### config.mk
export PLATFORM = sky130hd
export DESIGN_NAME = rid_ctrl
export DESIGN_NICKNAME = d
export VERILOG_FILES = /design/src/rtl/rid_pkg.sv /design/src/rtl/rid_ctrl.sv
export SDC_FILE = /design/constraint.sdc
export NUM_CORES = 1
export LEC_CHECK = 0
export BUFFER_PORTS_ARGS = -buffer_cell sky130_fd_sc_hd__buf_2
export CAP_MARGIN = 10
export CORE_AREA = 2 2 39 41
export DETAILED_ROUTE_END_ITERATION = 16
export DIE_AREA = 0 0 41 43
export SYNTH_ARGS = -nofsm -noshare
export SYNTH_HDL_FRONTEND = slang
export SYNTH_SLANG_ARGS = --single-unit
### constraint.sdc
create_clock -name clk -period 1.3 [get_ports clk]
set_input_delay 0.26 -clock clk [delete_from_list [all_inputs] [get_ports clk]]
set_output_delay 0.26 -clock clk [all_outputs]
set_load 0.01 [all_outputs]
### src/rtl/rid_pkg.sv
// ----------------------------------------------------------------------------
// rid_pkg
// Types and codes shared by the ranged id allocator modules.
// ----------------------------------------------------------------------------
package rid_pkg;

    typedef enum logic [2:0] {
        OP_ADD_RANGE = 3'd0,
        OP_LEASE     = 3'd1,
        OP_ADD_SUB   = 3'd2,
        OP_LOOKUP    = 3'd3,
        OP_ALLOC     = 3'd4,
        OP_RELEASE   = 3'd5
    } op_t;

    typedef enum logic [1:0] {
        ST_OK       = 2'd0,
        ST_NOTFOUND = 2'd1,
        ST_FULL     = 2'd2,
        ST_RANGE    = 2'd3
    } status_t;

    typedef struct packed {
        logic [2:0]  operation;
        logic [31:0] id_value;
        logic [31:0] upper_limit;
        logic [31:0] owner_id;
    } in_word_t;

    typedef struct packed {
        logic [1:0]  status;
        logic [31:0] result_id;
        logic [5:0]  result_size;
        logic [31:0] result_owner;
    } out_word_t;

    typedef enum logic [2:0] {
        S_IDLE,
        S_READ,
        S_EXEC,
        S_SCAN,
        S_WORD,
        S_DONE
    } state_t;

    // controller -> datapath
    typedef struct packed {
        logic load;      // latch the input word, start index decode
        logic exec;      // perform the single-range operation
        logic scan_chk;  // evaluate scan entry
        logic word_step; // search one bit of the used word
        logic finish;    // emit result
    } dp_cmd_t;

    // datapath -> controller
    typedef struct packed {
        logic is_scan;   // lease or allocate
        logic scan_last; // scan index at last range
        logic hit;       // scan found an entry to work on
        logic stop;      // scan must stop
        logic word_done; // bit search finished
        logic word_hit;  // bit search found a free id
    } dp_stat_t;

endpackage

### src/rtl/rid_ctrl.sv
// ----------------------------------------------------------------------------
// rid_ctrl
// Sequencer for the ranged id allocator.
// ----------------------------------------------------------------------------
module rid_ctrl (
    input  logic              clk,
    input  logic              rst_n,
    input  logic              start,
    output logic              busy,
    output rid_pkg::dp_cmd_t  cmd,
    input  rid_pkg::dp_stat_t stat
);

    rid_pkg::state_t state_reg, state_next;

    always_ff @(posedge clk or negedge rst_n)
    begin
        if (!rst_n)
            state_reg <= rid_pkg::S_IDLE;
        else
            state_reg <= state_next;
    end

    always_comb
    begin
        state_next = state_reg;
        case (state_reg)
            rid_pkg::S_IDLE:
                if (start) state_next = rid_pkg::S_READ;
            rid_pkg::S_READ:
                state_next = stat.is_scan ? rid_pkg::S_SCAN : rid_pkg::S_EXEC;
            rid_pkg::S_EXEC:
                state_next = rid_pkg::S_DONE;
            rid_pkg::S_SCAN:
                if (stat.stop)
                    state_next = rid_pkg::S_DONE;
                else if (stat.hit)
                    state_next = rid_pkg::S_WORD;
                else if (stat.scan_last)
                    state_next = rid_pkg::S_DONE;
                else
                    state_next = rid_pkg::S_SCAN;
            rid_pkg::S_WORD:
                if (!stat.word_done)
                    state_next = rid_pkg::S_WORD;
                else if (stat.word_hit || stat.scan_last)
                    state_next = rid_pkg::S_DONE;
                else
                    state_next = rid_pkg::S_SCAN;
            rid_pkg::S_DONE:
                state_next = rid_pkg::S_IDLE;
            default:
                state_next = rid_pkg::S_IDLE;
        endcase
    end

    always_comb
    begin
        cmd      = '0;
        busy     = (state_reg != rid_pkg::S_IDLE);
        case (state_reg)
            rid_pkg::S_IDLE: cmd.load      = start;
            rid_pkg::S_EXEC: cmd.exec      = 1'b1;
            rid_pkg::S_SCAN: cmd.scan_chk  = 1'b1;
            rid_pkg::S_WORD: cmd.word_step = 1'b1;
            rid_pkg::S_DONE: cmd.finish    = 1'b1;
            default:         cmd           = '0;
        endcase
    end

`ifndef SYNTHESIS
    a_idle_not_busy: assert property (@(posedge clk) disable iff (!rst_n)
        (state_reg == rid_pkg::S_IDLE) |-> !busy)
        else $error("busy in idle");
    a_done_to_idle: assert property (@(posedge clk) disable iff (!rst_n)
        (state_reg == rid_pkg::S_DONE) |=> (state_reg == rid_pkg::S_IDLE))
        else $error("done did not return to idle");
    a_start_leaves_idle: assert property (@(posedge clk) disable iff (!rst_n)
        (state_reg == rid_pkg::S_IDLE && start) |=> (state_reg == rid_pkg::S_READ))
        else $error("start not taken");
`endif

endmodule

======== Word level (Yosys, flattened, before mapping) ========
Index checks and enable logic that the tools add are counted.
operators by class
  equal/unequal tests ..................... 6
  muxes and demuxes ....................... 13
  reduce and logical (&&, ||, !) cells .... 3
operators by type and width
  kind                                                 count
  two-way mux 3 bit                                    6
  one-hot mux 3 bit (5 select lines)                   1
  equality test 3 x 2 -> 1 bit, second input constant  2
  equality test 3 bit, second input constant           2
  two-way mux 1 bit                                    6
  equality test 3 x 1 -> 1 bit, second input constant  1
  logical NOT 3 bit                                    1
  nonzero test 3 bit                                   1
  inequality test 2 bit, second input constant         1
  logical OR 1 bit                                     1
word-level totals
  register bits after elaboration ......... 3
  bits of input ports ..................... 9
  output and inout port bits .............. 6
  logic and storage cells ................. 23

======== Longest topological paths before layout ========
Gate-level depths: netlist (run 1).
  depth after elaboration ................. 4
  depth in mapped cells ................... 3
  mapped depth without buffers ............ 3

======== Worst setup path before layout (run 1) ========
OpenSTA, ideal clock, no wires.
  path kind ............................... flip-flop to output port
  from .................................... register state_reg[0]
  to ...................................... output port cmd[4] (netlist bit)
  data arrival time ....................... 1.007 ns
  required time ........................... 1.040 ns
  setup slack ............................. 0.033 ns
  cell stages (with the launch flop) ...... 3
  path buffers ............................ 0
  cells stage by stage .................... dfrtp_1 or3_4 nor2_1
RTL lines
  what                    line            RTL
  from (decl)             rid_ctrl.sv:14  rid_pkg::state_t state_reg, state_next;
  from (signal assigned)  rid_ctrl.sv:19  state_reg <= rid_pkg::S_IDLE;
  from (signal assigned)  rid_ctrl.sv:21  state_reg <= state_next;
  to (decl)               rid_ctrl.sv:10  output rid_pkg::dp_cmd_t cmd,

==> results of run 1 <==
## metal layers
layer	wire [microns]	global-route usage [%]
met5	0	0
met1	256	8.44
met3	47	4.71
met2	324	12.2
met4	0	6.00
## path summary, 6_finish.rpt
kind	cells after the start	slack (ns)	start	to
max in group asynchronous	2	0.83	rst_n	state_reg[1]$_DFFE_PN0P_
min in group asynchronous	2	0.36	rst_n	state_reg[2]$_DFFE_PN0P_
max reg2reg	5	0.18	state_reg[1]$_DFFE_PN0P_	state_reg[0]$_DFFE_PN0P_
min reg2reg	2	0.60	state_reg[0]$_DFFE_PN0P_	state_reg[0]$_DFFE_PN0P_
max	3	-0.15	state_reg[1]$_DFFE_PN0P_	cmd[4]
min	3	0.32	stat[4]	state_reg[2]$_DFFE_PN0P_
## critical path, delay by kind of cell (launching register included)
| family | cells | cell delay, ns |
|---|---|---|
| flip-flops | 1 | 0.39 |
| AND/OR/NAND/NOR | 2 | 0.45 |
| buffers and inverters | 1 | 0.12 |
## cells by family (layout without fill, tap and decap cells)
family          after synthesis  count (layout)
flops                         3               3
buf+inv                       2              26
compound gates                8               8
simple gates                 13              13
## placed cells by master (no fill, tap or decap), drive strengths merged, types with 2 or more instances in the layout
cell type  instances
and2               2
buf               19
clkbuf             4
dfrtp              3
inv                2
nor2               3
nor2b              2
o21ai              2
o22ai              2
## stage by stage
step	area, sq um	TNS, ns	cells
after detailed placement	330	0	59
after floorplan	218	0	26
after CTS	384	-0.626	66
after global placement	330	0	59
final	400	-0.580	66
after global routing	400	-0.973	66
## what timing repair did
action                     4_1_cts  5_1_grt
pin swaps                        1        0
hold endpoints to repair         3        0
setup endpoints to repair        6        6
hold buffers                     1        0
gates resized for setup          1        3
buffers inserted                 2        0
## power breakdown
group          internal (mW)  switching, mW
sequential             0.137         0.0311
combinational          0.289          0.237
clock                  0.115         0.0477
total                  0.541          0.316
## cell type report
cell class | instances | area share [%]
multi-input combinational | 21 | 36.9
timing repair buffer | 20 | 30.9
sequential | 3 | 18.8
clock buffer | 4 | 6.56
tap | 16 | 5.00
inverter | 2 | 1.88
==> results by group, run 1 <==
Layout
  • Register area: between 70 and 80 sq um
  • Area grow syn2layout: 83.9%
  • Nets: 60
  • Final core occ: 28.9%
  • Antenna diodes: 0
  • Layout filler cell count: between 150 and 200
  • Max reg flops: 3
  • Area occupied by multi-input gates: between 100 and 150 sq um
  • Layout cell share with drive strength beyond 1: roughly 54%

STA
  • Max Slew Vio Count: 0
  • Max Fclk: around 700 MHz
  • WHS: between 0.3 and 0.4 ns
  • Final worst slack: -0.154 ns
  • Final setup viols: 6
  • Final period util: 112%
  • Worst slew margin: between 80 and 90%
  • Worst Max-Slew Pin Slew: ~0.2 ns
  • Worst clock skew: between 0.003 and 0.004 ns
  • Unrepaired setup endpoints after global routing: true
  • Final min period: 1.45 ns
  • Final Hold Fails: 0

Setup path
  • Slowest stage delay, CP: just under 0.4 ns
  • CP Launch Type: flop
  • Crit path max fanout: 4
  • CP required: 1.04 ns
  • CP endpoint kind: primary output
  • Crit Path Class: flop to primary output
  • Crit-path cells: or3_4 -> nor2_2 -> buf_2
  • Arrival time at the worst endpoint: around 1.2 ns
  • Slowest cell on crit path: dfrtp_1

Clock tree
  • Clk pin slew, worst setup/hold paths: ~0.04 ns
  • CTS max path bufs: 2
  • Cts bufs inserted: 3
  • Htree depth: 1
  • CTS tree: built
  • Clock sink count: 3
  • Root buf cell: clkbuf_4
  • Worst skew pair latency: between 0.2 and 0.25 ns

Run status
  • Failing checks: setup timing
  • Run status: finished with violations

Drt
  • Vias/cell: 4.14
  • TritonRoute pass-1 iters: 4
  • Vias: approximately 270
  • 1st-iter DRT viols: 1
  • Routed WL per cell: around 9.5 microns
  • DR DRC count: 0
  • Aggregate routed wire length: 629 microns
  • Antenna-violating nets left: 0

Floorplan
  • Core area: 1380 sq um
  • I/O Pins: 15
  • Initial Util: between 15 and 20%
  • Die ar.: between 1500 and 2000 sq um
  • Die span in x: a little over 40 microns
  • Die H: between 40 and 50 microns
  • FP Rows: 14

Yosys
  • Yosys top cell area share: 34.5%
  • Synth Area in XOR/XNOR: 0%
  • Post-synth EDFFs: 0
  • Sequential share of the synthesized area: 34.5%
  • Commonest cells in the netlist: dfrtp_1 (3), nor2_1 (3)
  • Fraction of registers with async set/reset: between 90% and 100%
  • Mapped Cells: 26
  • Post-synthesis compound-gate area fraction: 24.7%
  • Main combinational cell family by area after synthesis: simple AND/OR/NAND/NOR gates
  • Syn_area_per_cell: approximately 8.4 sq um
  • Yosys warnings: 0
  • FF+latch count, synth: 3
  • Post-synth top flop: dfrtp_1
  • Synth Area in Adders: 0%
  • Post-synth cell types: 18
  • Post-Synth Simple-Gate Area: 37.4%
  • Synth area leaders: dfrtp_1 (34%), and2_1 (5.7%), nor2b_1 (5.7%), o22ai_1 (5.7%), nor2_1 (5.2%)
  • Synth Net Count: 35
  • Post-synthesis mux area share: 0%
  • Synth area leader: dfrtp_1
  • Cell Area, Synth: ~220 sq um

GRT
  • First-pass GRT wire length: a little over 900 microns
  • Overflow after GRT: 0
  • Vias in the first global route: ~240
  • Largest net degree at the start of global routing: 8
  • Global Route Usage Sum: 8.36%
  • Initial antenna violation count: 0

Power
  • Leak pwr: around 0.21 nW
  • VDD IR-drop max: ~0.00043 V
  • Pwr/cell area: approximately 2100 nW/um^2
  • Total power: 0.857 mW

Place
  • Placer Congestion: roughly 0.7
  • Worst slack at placement: roughly 0.078 ns
  • Dpl hpwl: between 400 and 500 microns
  • Buffers added on ports: 14

Run
  • Max Cap Viol: 0

Hold path
  • Hold WC Path Type: input pin to flop
No activity file was read; power rests on OpenSTA's default activity.
==> inputs of run 2 (changes only) <==
--- a/config.mk
+++ b/config.mk
@@ -7,9 +7,12 @@
 export LEC_CHECK = 0
 export BUFFER_PORTS_ARGS = -buffer_cell sky130_fd_sc_hd__buf_2
 export CAP_MARGIN = 10
+export CELL_PAD_IN_SITES_DETAIL_PLACEMENT = 0
+export CELL_PAD_IN_SITES_GLOBAL_PLACEMENT = 2
 export CORE_AREA = 2 2 39 41
 export DETAILED_ROUTE_END_ITERATION = 16
 export DIE_AREA = 0 0 41 43
+export PLACE_DENSITY_LB_ADDON = 0.1
 export SYNTH_ARGS = -nofsm -noshare
 export SYNTH_HDL_FRONTEND = slang
 export SYNTH_SLANG_ARGS = --single-unit
==> run 2 against run 1 <==
Net effect:
- largest power group unchanged
- critical path type unchanged
- count of clock-buffer cells in the layout unchanged
- the flow still finishes with violations (setup timing)
- non-clock buffer count down 1
- total power fell by 7.2%
- core utilization decreased by 1.7 points
==> results by group, run 2 (same netlist as run 1, synthesis figures left out) <==
GRT
  • First-pass GRT wire length: 986 microns (was 917 microns)
  • Initial antenna violation count: 0 (unchanged)
  • Global Route Usage Sum: 8.85% (was 8.36%)
  • Vias in the first global route: 253 (was 237)
  • Overflow after GRT: 0 (unchanged)
  • Largest net degree at the start of global routing: 8 (unchanged)

Drt
  • Antenna-violating nets left: 0 (unchanged)
  • Vias/cell: 4.12 (was 4.14)
  • 1st-iter DRT viols: 1 (unchanged)
  • DR DRC count: 0 (unchanged)
  • Aggregate routed wire length: 618 microns (was 629 microns)
  • Routed WL per cell: 9.51 microns (was 9.53 microns)
  • Vias: 268 (was 273)
  • TritonRoute pass-1 iters: 2 (was 4)

Layout
  • Max reg flops: 3 (unchanged)
  • Register area: 75.1 sq um (unchanged)
  • Commonest cells after routing, fill and taps aside: buf_2 (14), buf_4 (4), clkbuf_4 (3), dfrtp_1 (3) (was buf_2 (13), buf_4 (5), clkbuf_4 (3), dfrtp_1 (3))
  • Layout filler cell count: 166 (unchanged)
  • Antenna diodes: 0 (unchanged)
  • Final core occ: 27.2% (was 28.9%)
  • Nets: 59 (was 60)
  • Final non-filler cell total: 65 (was 66)
  • Area grow syn2layout: 73.0% (was 83.9%)
  • Most common cell after layout, fill and taps aside: buf_2 (unchanged)
  • Area occupied by multi-input gates: 138 sq um (was 148 sq um)
  • Layout cell share with drive strength beyond 1: 49.0% (was 54.0%)

Place
  • Dpl cells: 58 (was 59)
  • Placer Congestion: 0.700 (was 0.702)
  • Buffers added on ports: 14 (unchanged)
  • Dpl hpwl: 501 microns (was 448 microns)

Setup path
  • Arrival time at the worst endpoint: 1.21 ns (was 1.19 ns)
  • CP endpoint kind: primary output (unchanged)
  • Crit path max fanout: 4 (unchanged)
  • CP required: 1.04 ns (about the same)
  • CP Launch Type: flop (unchanged)
  • Crit Path Class: flop to primary output (unchanged)

Clock tree
  • Clock sink count: 3 (unchanged)
  • Htree depth: 1 (unchanged)
  • Worst skew pair latency: 0.23 ns (about the same)
  • CTS max path bufs: 2 (unchanged)
  • Root buf cell: clkbuf_4 (unchanged)
  • Clk pin slew, worst setup/hold paths: 0.03 ns (was 0.04 ns)
  • Cts bufs inserted: 3 (unchanged)
  • CTS tree: built (unchanged)

STA
  • Final min period: 1.47 ns (was 1.45 ns)
  • Fin Setup TNS: -0.780 ns (was -0.580 ns)
  • Final worst slack: -0.172 ns (was -0.154 ns)
  • Max Slew Vio Count: 0 (unchanged)
  • WHS: 0.331 ns (was 0.316 ns)
  • Worst clock skew: 0.00227 ns (was 0.00311 ns)
  • Final period util: 113% (was 112%)
  • Unrepaired setup endpoints after global routing: true (unchanged)
  • Worst slew margin: 86.1% (was 86.9%)
  • Final Hold Fails: 0 (unchanged)
  • Worst Max-Slew Pin Slew: 0.206 ns (was 0.195 ns)
  • Max Fclk: 679 MHz (was 688 MHz)
  • Final setup viols: 6 (unchanged)

Run status
  • Run status: finished with violations (unchanged)
  • Failing checks: setup timing (unchanged)

Floorplan
  • Die span in x: 41 microns (unchanged)
  • I/O Pins: 15 (unchanged)
  • Initial Util: 15.7% (unchanged)
  • Die H: 43 microns (unchanged)
  • Die ar.: 1760 sq um (unchanged)
  • Core area: 1380 sq um (unchanged)
  • FP Rows: 14 (unchanged)

Power
  • Leak pwr: 0.200 nW (was 0.208 nW)
  • Pwr/cell area: 2110 nW/um^2 (was 2140 nW/um^2)
  • VDD IR-drop max: 0.000755 V (was 0.000426 V)
  • Total power: 0.795 mW (was 0.857 mW)

Hold path
  • Hold WC Path Type: input pin to flop (unchanged)

Run
  • Max Cap Viol: 0 (unchanged)
[run 2: cell types whose count changed in the layout (fill, tap and decap cells not counted)]
cell,previous run,this run
buf_6,1,0
buf_2,13,14
nor2b_1,0,2
nor2b_4,1,0
nor2b_2,1,0
buf_4,5,4
[run 2: cell type report]
| type | count | area share [%] |
|---|---|---|
| flip-flops and latches | 3 | 19.9 |
| inverters | 2 | 1.99 |
| multi-input cells | 21 | 36.5 |
| well taps | 16 | 5.32 |
| clock buffers | 4 | 6.98 |
| repair buffers | 19 | 29.2 |
[run 2: stage by stage]
| stage | area (sq um) | setup WS (ns) |
|---|---|---|
| after floorplan | 218 | 0.0326 |
| after global placement | 323 | 0.0742 |
| after detailed placement | 323 | 0.0661 |
| after CTS | 367 | -0.193 |
| after global routing | 377 | -0.235 |
| final | 377 | -0.172 |
[run 2: where the power goes]
group	switching (mW)	internal, mW
clock network	0.0481	0.115
logic	0.213	0.248
registers	0.0329	0.137
total	0.294	0.501
[run 2: what timing repair did]
| item | in CTS | in global routing |
|---|---|---|
| gates resized for setup | 0 | 1 |
| endpoints found under the hold margin | 3 | 0 |
| endpoints found under the setup margin | 6 | 6 |
| hold buffers | 1 | 0 |
| pin swaps | 1 | 1 |
| buffers inserted | 1 | 1 |
[run 2: worst paths after layout]
kind                                          start                  endpoint  slack [ns]  cells past startpoint
hold / removal                              stat[4]  state_reg[2]$_DFFE_PN0P_        0.33                      3
min in group asynchronous                     rst_n  state_reg[0]$_DFFE_PN0P_        0.35                      2
hold reg to reg            state_reg[0]$_DFFE_PN0P_  state_reg[0]$_DFFE_PN0P_        0.61                      2
max in group asynchronous                     rst_n  state_reg[2]$_DFFE_PN0P_        0.85                      2
setup reg to reg           state_reg[1]$_DFFE_PN0P_  state_reg[2]$_DFFE_PN0P_        0.26                      4
setup / recovery           state_reg[1]$_DFFE_PN0P_                    cmd[2]       -0.17                      4
[run 2: layer usage]
metal,share of wire [%],vias up,GRT usage [%]
met5,0,-,0
met4,0,0,8.00
met3,8.9,0,3.14
met2,51,8,12.5
met1,40,123,9.71
li1,-,137,-
[run 2: worst max-delay path, stage by stage (launching register included)]
cell and delay, ns:
dfrtp_1 0.39, buf_4 0.14, and2b_1 0.18, and2_1 0.14, buf_2 0.13
==> inputs of run 3 (changes only) <==
--- a/config.mk
+++ b/config.mk
@@ -5,13 +5,13 @@
 export SDC_FILE = /design/constraint.sdc
 export NUM_CORES = 1
 export LEC_CHECK = 0
+export ABC_AREA = 1
 export BUFFER_PORTS_ARGS = -buffer_cell sky130_fd_sc_hd__buf_2
 export CAP_MARGIN = 10
 export CELL_PAD_IN_SITES_DETAIL_PLACEMENT = 0
 export CELL_PAD_IN_SITES_GLOBAL_PLACEMENT = 2
-export CORE_AREA = 2 2 39 41
+export CORE_UTILIZATION = 16
 export DETAILED_ROUTE_END_ITERATION = 16
-export DIE_AREA = 0 0 41 43
 export PLACE_DENSITY_LB_ADDON = 0.1
 export SYNTH_ARGS = -nofsm -noshare
 export SYNTH_HDL_FRONTEND = slang
==> run 3 against run 2 <==
Net effect:
- the run still ends with setup timing left
- synthesized area is 7.5% higher
- non-clock buffer count stayed put
- fmax is 11% higher
==> results by group, run 3 <==
Floorplan
  • Initial Util: 17.5% (was 15.7%)
  • Die span in x: 40.2 microns (was 41 microns)
  • Core area: 1330 sq um (was 1380 sq um)
  • Die ar.: 1620 sq um (was 1760 sq um)
  • FP Rows: 13 (was 14)
  • Die H: 40.2 microns (was 43 microns)
  • I/O Pins: 15 (unchanged)

GRT
  • Initial antenna violation count: 0 (unchanged)
  • Largest net degree at the start of global routing: 6 (was 8)
  • Global Route Usage Sum: 10.6% (was 8.85%)
  • Vias in the first global route: 280 (was 253)
  • Overflow after GRT: 0 (unchanged)
  • First-pass GRT wire length: 1.11 mm (was 986 microns)

Drt
  • Met3 routed WL: 36 microns (was 55 microns)
  • DR DRC count: 0 (unchanged)
  • Routed WL per cell: 8.41 microns (was 9.51 microns)
  • Met2 WL: 294 microns (was 317 microns)
  • Top Metal Used: met3 (unchanged)
  • 1st-iter DRT viols: 0 (was 1)
  • TritonRoute pass-1 iters: 1 (was 2)
  • Met1 Wirelength: 333 microns (was 245 microns)
  • Vias: 307 (was 268)
  • Aggregate routed wire length: 664 microns (was 618 microns)
  • Antenna-violating nets left: 0 (unchanged)
  • Vias/cell: 3.89 (was 4.12)

Yosys
  • Post-synth EDFFs: 0 (unchanged)
  • Synth area leaders: dfrtp_1 (32%), nand2_1 (32%), inv_1 (9.6%), nand3_1 (8.6%), nor2_1 (6.4%) (was dfrtp_1 (34%), and2_1 (5.7%), nor2b_1 (5.7%), o22ai_1 (5.7%), nor2_1 (5.2%))
  • Post-synth top flop: dfrtp_1 (unchanged)
  • Cell with the most instances after synthesis: nand2_1
  • FF+latch count, synth: 3 (unchanged)
  • Commonest cells in the netlist: nand2_1 (20), inv_1 (6), nand3_1 (4), nor2_1 (4), dfrtp_1 (3) (was dfrtp_1 (3), nor2_1 (3))
  • Syn_area_per_cell: 5.71 sq um (was 8.37 sq um)
  • Cell Area, Synth: 234 sq um (was 218 sq um)
  • Synth Net Count: 50 (was 35)
  • Yosys warnings: 0 (unchanged)
  • Mapped Cells: 41 (was 26)
  • Fraction of registers with async set/reset: 100% (unchanged)
  • Sequential share of the synthesized area: 32.1% (was 34.5%)
  • Yosys top cell area share: 32.1% (was 34.5%)
  • Synth area leader: dfrtp_1 (unchanged)
  • Post-synth cell types: 9 (was 18)

Setup path
  • CP Launch Type: flop (unchanged)
  • CP endpoint kind: primary output (unchanged)
  • Crit path max fanout: 4 (unchanged)
  • Arrival time at the worst endpoint: 1.07 ns (was 1.21 ns)
  • CP required: 1.04 ns (about the same)
  • Crit Path Class: flop to primary output (unchanged)

Run status
  • Run status: finished with violations (unchanged)
  • Failing checks: setup timing (unchanged)

STA
  • Max Fclk: 754 MHz (was 679 MHz)
  • Worst clock skew: 0.000445 ns (was 0.00227 ns)
  • Final worst slack: -0.0265 ns (was -0.172 ns)
  • Final setup viols: 3 (was 6)
  • Worst slew margin: 90.0% (was 86.1%)
  • Final Hold Fails: 0 (unchanged)
  • Max Slew Vio Count: 0 (unchanged)
  • Unrepaired setup endpoints after global routing: true (unchanged)
  • Fin Setup TNS: -0.0514 ns (was -0.780 ns)
  • Final min period: 1.33 ns (was 1.47 ns)
  • Final period util: 102% (was 113%)
  • Worst Max-Slew Pin Slew: 0.149 ns (was 0.206 ns)

Layout
  • Post-route design area: 438 sq um (was 377 sq um)
  • Max reg flops: 3 (unchanged)
  • Nets: 74 (was 59)
  • Layout cell share with drive strength beyond 1: 50.0% (was 49.0%)
  • Area grow syn2layout: 87.2% (was 73.0%)
  • Most common cell after layout, fill and taps aside: nand2_1 (was buf_2)
  • Antenna diodes: 0 (unchanged)
  • Commonest cells after routing, fill and taps aside: nand2_1 (18), buf_2 (12), inv_1 (5) (was buf_2 (14), buf_4 (4), clkbuf_4 (3), dfrtp_1 (3))

Clock tree
  • CTS tree: built (unchanged)
  • Worst skew pair latency: 0.23 ns (about the same)
  • CTS max path bufs: 2 (unchanged)
  • Root buf cell: clkbuf_4 (unchanged)
  • Cts bufs inserted: 3 (unchanged)
  • Htree depth: 1 (unchanged)
  • Clock sink count: 3 (unchanged)
  • Clk pin slew, worst setup/hold paths: 0.04 ns (was 0.03 ns)

Place
  • Placer Congestion: 0.664 (was 0.700)
  • Post-placement cell area: 330 sq um (was 323 sq um)
  • Dpl hpwl: 514 microns (was 501 microns)
  • Buffers added on ports: 14 (unchanged)

Run
  • Max Cap Viol: 0 (unchanged)

Hold path
  • Hold WC Path Type: input pin to flop (unchanged)

Power
  • VDD IR-drop max: 0.000510 V (was 0.000755 V)
  • Total power: 0.919 mW (was 0.795 mW)
  • Leak pwr: 0.258 nW (was 0.200 nW)
  • Pwr/cell area: 2100 nW/um^2 (was 2110 nW/um^2)
run 3: power breakdown:
part	internal (mW)	switching [mW]	total, mW	leakage (nW)
sequential	0.142	0.0619	0.204	0.0355
combinational	0.265	0.289	0.554	0.207
clock	0.115	0.0464	0.161	0.0150
run 3: final timing paths:
| kind | cells past startpoint | startpoint | endpoint | slack, ns |
|---|---|---|---|---|
| setup reg to reg | 7 | state_reg[0]$_DFFE_PN0P_ | state_reg[0]$_DFFE_PN0P_ | 0.27 |
| min in group asynchronous | 2 | rst_n | state_reg[2]$_DFFE_PN0P_ | 0.35 |
| hold / removal | 3 | stat[1] | state_reg[0]$_DFFE_PN0P_ | 0.27 |
| setup / recovery | 4 | state_reg[0]$_DFFE_PN0P_ | cmd[4] | -0.03 |
| hold reg to reg | 2 | state_reg[0]$_DFFE_PN0P_ | state_reg[1]$_DFFE_PN0P_ | 0.57 |
| max in group asynchronous | 2 | rst_n | state_reg[0]$_DFFE_PN0P_ | 0.84 |
run 3: timing repair:
item                       in CTS  in global routing
hold endpoints to repair        3                  0
pin swaps                       1                  2
setup endpoints to repair       5                  6
resized for setup               4                 10
hold buffers                    1                  0
setup buffers                   3                  0
run 3: logic make-up (layout without fill, tap and decap cells):
kind of cell / after synthesis / count (layout) / synth area share [%]
DFF: 3 / 3 / 32.1
and+or+nand+nor: 31 / 31 / 56.7
buffers and inverters: 7 / 30 / 11.2
run 3: metal layers:
layer / global-route usage, % / up-vias
met2: 15.3 / 12
li1: - / 167
met4: 5.00 / 0
met1: 14.0 / 128
met5: 0 / -
met3: 3.33 / 0
run 3: final cells by class:
class | instances | area [sq um]
tap | 15 | 18.8
clock buffer | 4 | 26.3
fill | 158 | 896
inverter | 7 | 28.8
timing repair buffer | 19 | 126
multi-input combinational | 31 | 160
sequential | 3 | 77.6
run 3: per-stage QoR:
stage,instances,utilization [%],setup WS (ns),hold WS (ns)
global placement,71,24.8,0.129,0.0557
detailed placement,71,24.8,0.117,0.0573
CTS,79,30.2,-0.0433,0.259
global route,79,32.8,-0.112,0.259
finish,79,32.8,-0.0265,0.269
floorplan,41,-,0.166,-0.0356
run 3: worst max-delay path, cell delays in order, from the launching register on:
cell,delay [ns]
dfrtp_2,0.43
nor2_4,0.14
nand2_2,0.06
nor2_1,0.08
buf_2,0.13
